--- src/rtl/core/gerstner_wave_vertex_eval_assert.svh ---
// Assertion macros for the Gerstner wave vertex evaluator.
// Used by the top level only; expects i_clk and i_rst_n in scope.
`ifndef GERSTNER_WAVE_VERTEX_EVAL_ASSERT_SVH
`define GERSTNER_WAVE_VERTEX_EVAL_ASSERT_SVH

// Same-cycle implication, checked outside reset.
`define GWV_ASSERT_IMPL(LBL, ANT, CON) \
    LBL: assert property (@(posedge i_clk) disable iff (!i_rst_n) (ANT) |-> (CON)) \
        else $error("gwv check failed");

// Next-cycle implication, checked outside reset.
`define GWV_ASSERT_NEXT(LBL, ANT, CON) \
    LBL: assert property (@(posedge i_clk) disable iff (!i_rst_n) (ANT) |=> (CON)) \
        else $error("gwv check failed");

`endif

--- src/rtl/core/gwv_ram.sv ---
// Generic single-write, single-read RAM with registered read data.
// No dependencies.
`default_nettype none
module gwv_ram #(
    parameter int WIDTH = 32,
    parameter int DEPTH = 8
) (
    input  wire logic                                     i_clk,
    input  wire logic                                     i_we,
    input  wire logic [((DEPTH > 1) ? $clog2(DEPTH) : 1)-1:0] i_waddr,
    input  wire logic [WIDTH-1:0]                         i_wdata,
    input  wire logic [((DEPTH > 1) ? $clog2(DEPTH) : 1)-1:0] i_raddr,
    output logic [WIDTH-1:0]                              o_rdata
);
    logic [WIDTH-1:0] r_mem [DEPTH];

    always_ff @(posedge i_clk) begin
        if (i_we) begin
            r_mem[i_waddr] <= i_wdata;
        end
        o_rdata <= r_mem[i_raddr];
    end
endmodule
`default_nettype wire

--- config.mk ---
export PLATFORM = sky130hd
export DESIGN_NAME = gwv_ram
export DESIGN_NICKNAME = d
export VERILOG_FILES = /design/src/rtl/core/gerstner_wave_vertex_eval_assert.svh /design/src/rtl/core/gwv_ram.sv
export SDC_FILE = /design/constraint.sdc
export NUM_CORES = 1
export LEC_CHECK = 0
export BUFFER_PORTS_ARGS = -buffer_cell sky130_fd_sc_hd__clkbuf_2
export CAP_MARGIN = 30
export CORE_UTILIZATION = 55
export CTS_BUF_LIST = sky130_fd_sc_hd__clkbuf_4
export CTS_CLUSTER_DIAMETER = 100
export DETAILED_ROUTE_END_ITERATION = 16
export PLACE_DENSITY_LB_ADDON = 0.08
export SYNTH_ARGS = -nofsm -noshare
export SYNTH_HDL_FRONTEND = slang
export SYNTH_SLANG_ARGS = --single-unit
--- constraint.sdc ---
create_clock -name i_clk -period 8.9 [get_ports i_clk]
set_input_delay 0.445 -clock i_clk [delete_from_list [all_inputs] [get_ports i_clk]]
set_output_delay 0.445 -clock i_clk [all_outputs]
set_load 0.03 [all_outputs]
==> results by group <==
Floorplanning
  – Floorplan row count: 50
  – I/O Pins: about 70
  – Initial core utilization: 56.0%
  – Total die area: 0.0196 mm2
  – Die Y-Extent: between 100 and 150 um
  – Floorplan Core Area: between 0.015 and 0.02 mm2
  – Width of the die: 140 um

Final layout
  – Area of the multi-input gates: 0.00207 mm2
  – Layout cells sized above 1: 42.8%
  – Final core area utilization: around 64%
  – Area growth syn-to-layout: 14.7%
  – Final std cells w/o fill: roughly 830
  – Number of nets in the layout: 591
  – Footprint of the flip-flops and latches: about 0.0083 mm2
  – Fillers: 1297
  – Post-route standard cell area excluding fillers: 0.0120 mm2

Synth
  – Share of synthesized cell area in full adder, half adder and majority cells: 0%
  – Post-synthesis register bit count: 288
  – Synth async-reset ratio: 0%
  – Number of cells produced by synthesis: 415
  – Post-Syn Area per Cell: between 20 and 30 um2
  – Compound-gate portion of the synthesized area: 0%
  – Leading post-synthesis cells by cell area: sky130_fd_sc_hd__edfxtp_1 73%, sky130_fd_sc_hd__mux4_1 10%, sky130_fd_sc_hd__dfxtp_1 6.1%
  – Share of cell area taken by muxes after synthesis: a little under a fifth
  – Post-synth top area cell: sky130_fd_sc_hd__edfxtp_1
  – Most used flip-flop cell after synthesis: sky130_fd_sc_hd__edfxtp_1
  – Area share of the largest cell type after synthesis: 73.4%
  – Synth cell count leaders: 256 x sky130_fd_sc_hd__edfxtp_1, 40 x sky130_fd_sc_hd__mux4_1, 32 x sky130_fd_sc_hd__dfxtp_1, 32 x sky130_fd_sc_hd__mux2_2, 24 x sky130_fd_sc_hd__mux4_2
  – Most numerous cell in the Yosys netlist: sky130_fd_sc_hd__edfxtp_1
  – Post-synthesis sequential area ratio: 79.6%
  – Syn Std Cell Area: 0.0105 mm2
  – Number of synthesized flops with an enable pin: approximately 260
  – Number of warnings reported in the yosys synthesis log: 0
  – Xor/xnor share of the synthesized area: 0%
  – Largest family of logic cells by synthesized area: multiplexers
  – Distinct cell type count of the synthesized netlist: 13
  – Mapped Nets: 455
  – Simple-gate share of the synthesized area: less than 1%

Timing
  – Final worst clock skew: 0.0278 ns
  – Final cycle utilization of the critical path: 22.7%
  – RSZ-0062 raised after global routing: false
  – Maximum clock frequency: around 490 MHz
  – Number of endpoints with negative hold slack in the final report: 0
  – Max-slew violations: 0
  – Shortest clock period the worst path allows after layout: 2.02 ns
  – Least-Margin Pin Slew: 0.922 ns
  – Aggregate negative setup slack: 0 ns
  – Worst slew margin: slightly below 40%
  – Final setup violation count: 0

Worst setup path
  – Critical path's most frequent cell: sky130_fd_sc_hd__buf_4
  – Crit path cell chain: buf_4, buf_4, mux4_1, mux2_2
  – Worst reg2reg path startpoint: r_mem[3][12]$_DFFE_PP_
  – Worst-path fanout max: 37
  – Required arrival time at the worst endpoint: around 9.4 ns
  – CP max stage cell: sky130_fd_sc_hd__buf_4
  – Family with the most delay on the worst path: buffers and inverters
  – Signal arrival time at the worst endpoint: about 2.5 ns
  – Stages on worst setup path: 4
  – R2R depth: 2
  – Critical Path Start: i_raddr[0]
  – Critical Path End Type: register
  – Startpoint type of the worst setup path: input port
  – Crit path buffers/inverters: 2
  – Worst path max stage delay: 0.66 ns
  – Crit Path Class: input port to register

Routing
  – Length of the first detailed-routing pass in iterations: 4
  – Number of DRC violations after detailed routing: 0
  – Detailed-route vias per instance: 5.63
  – Per-cell routed wire length: 21.7 um
  – Total vias in the final route: approximately 4700
  – Detail Route Antenna Nets: 0
  – Post-detailed-routing wire length: 18000 um
  – First-iteration detailed-routing DRC count: 150

Clock network
  – Clock insertion delay at the later pin of the skew report: 0.61 ns
  – Clock slew at reported path FFs: 0.07 ns
  – Clock tree from TritonCTS: done
  – Total clock buffers created by CTS: 70
  – # Post-CTS Setup Buffers: 0
  – Maximum count of clock buffers along a single path: 3
  – Number of resized instances in the post-cts repair step: 0
  – H-tree depth: 3
  – Total clock sinks: 288
  – Hold buffer count at cts: 0
  – Root buffer cell: sky130_fd_sc_hd__clkbuf_4

Power and ir drop
  – Worst ir drop on vdd: 0.000135 V
  – Power Density: between 200 and 250 mW/mm2
  – Overall power: ~2.7 mW
  – Static leakage: between 4 and 5 nW

GRT
  – Vias in the first global route: 5081
  – Maximum number of pins on one net before global-route repair: 65
  – First-pass GRT wire length: 27800 um
  – Total global routing track utilization: 19.6%
  – Antenna violations before repair: 1
  – Grt ovf: 0

Min path
  – Min-Delay Path Class: input port to register
  – Launch point of the worst hold path: i_wdata[2]
  – Worst hold path depth: 1

Job
  – Number of max-capacitance violations reported: 0

Placed design
  – Count of input and output buffers: 71
  – Placed cell count: 713
  – Post-detail-place hpwl: between 9000 and 10000 um
  – Area after DPL: 0.0112 mm2
  – Final RePlAce weighted congestion: approximately 0.66

Run status
  – Status: finished clean
-- worst reg2reg max path, cell delays in order (launching register included) --
cell                       delay (ns)
sky130_fd_sc_hd__edfxtp_1        0.36
sky130_fd_sc_hd__mux4_1          0.52
sky130_fd_sc_hd__mux2_2          0.28
-- final timing paths --
path | endpoint | slack (ns)
max | o_rdata[24]$_DFF_P_ | 6.88
min | r_mem[4][2]$_DFFE_PP_ | 0.10
max reg2reg | o_rdata[12]$_DFF_P_ | 7.60
min reg2reg | o_rdata[17]$_DFF_P_ | 0.67
-- placed cells by master (no fill, tap or decap), drive strengths merged, types with 2 or more instances in the layout --
master / instances
buf: 13
clkbuf: 175
clkinv: 7
dfxtp: 32
edfxtp: 256
mux2: 32
mux4: 64
nand2: 2
nand2b: 3
nor2: 6
nor3: 2
-- power by group --
group / leakage [nW] / internal (mW) / switching (mW)
Combinational: 1.09 / 0.0678 / 0.0993
Clock: 0.505 / 0.537 / 0.459
Sequential: 2.60 / 1.53 / 0.0132
-- per-layer routing --
metal  GRT usage (%)  up-vias  part of all wire (%)  wire (um)
li1                -     2099                     -          -
met1            23.2     2430                    41       7440
met2            34.2      108                    52       9370
met3            4.92       27                   4.6        832
met4            8.73        0                   1.8        322
met5               0        -                     0          0
-- sequential cells by signal, indices dropped and copies added, names as in the netlist --
name,flops
o_rdata,32
r_mem,256
-- metrics by stage --
stage | hold slack, ns | setup slack (ns)
6_report | 0.102 | 6.88
5_1_grt | 0.0685 | 6.78
4_1_cts | 0.0430 | 6.88
3_5_place_dp | 0.659 | 6.20
3_3_place_gp | 0.651 | 6.23
2_1_floorplan | 0.544 | 5.61
-- area by class of cell --
cell class	count	share of cell area, %
clock inverter	8	0.261
timing repair buffer	82	4.05
tap	234	2.44
multi-input combinational	109	17.2
sequential	288	69.4
clock buffer	106	6.63
antenna	1	0.0209
-- cells by family (layout without fill, tap and decap cells) --
kind of cell	Yosys count	in the layout
DFF	288	288
other	0	1
buffers and inverters	18	196
and+or+nand+nor	13	13
muxes	96	96
(Power assumes the default switching activity.)
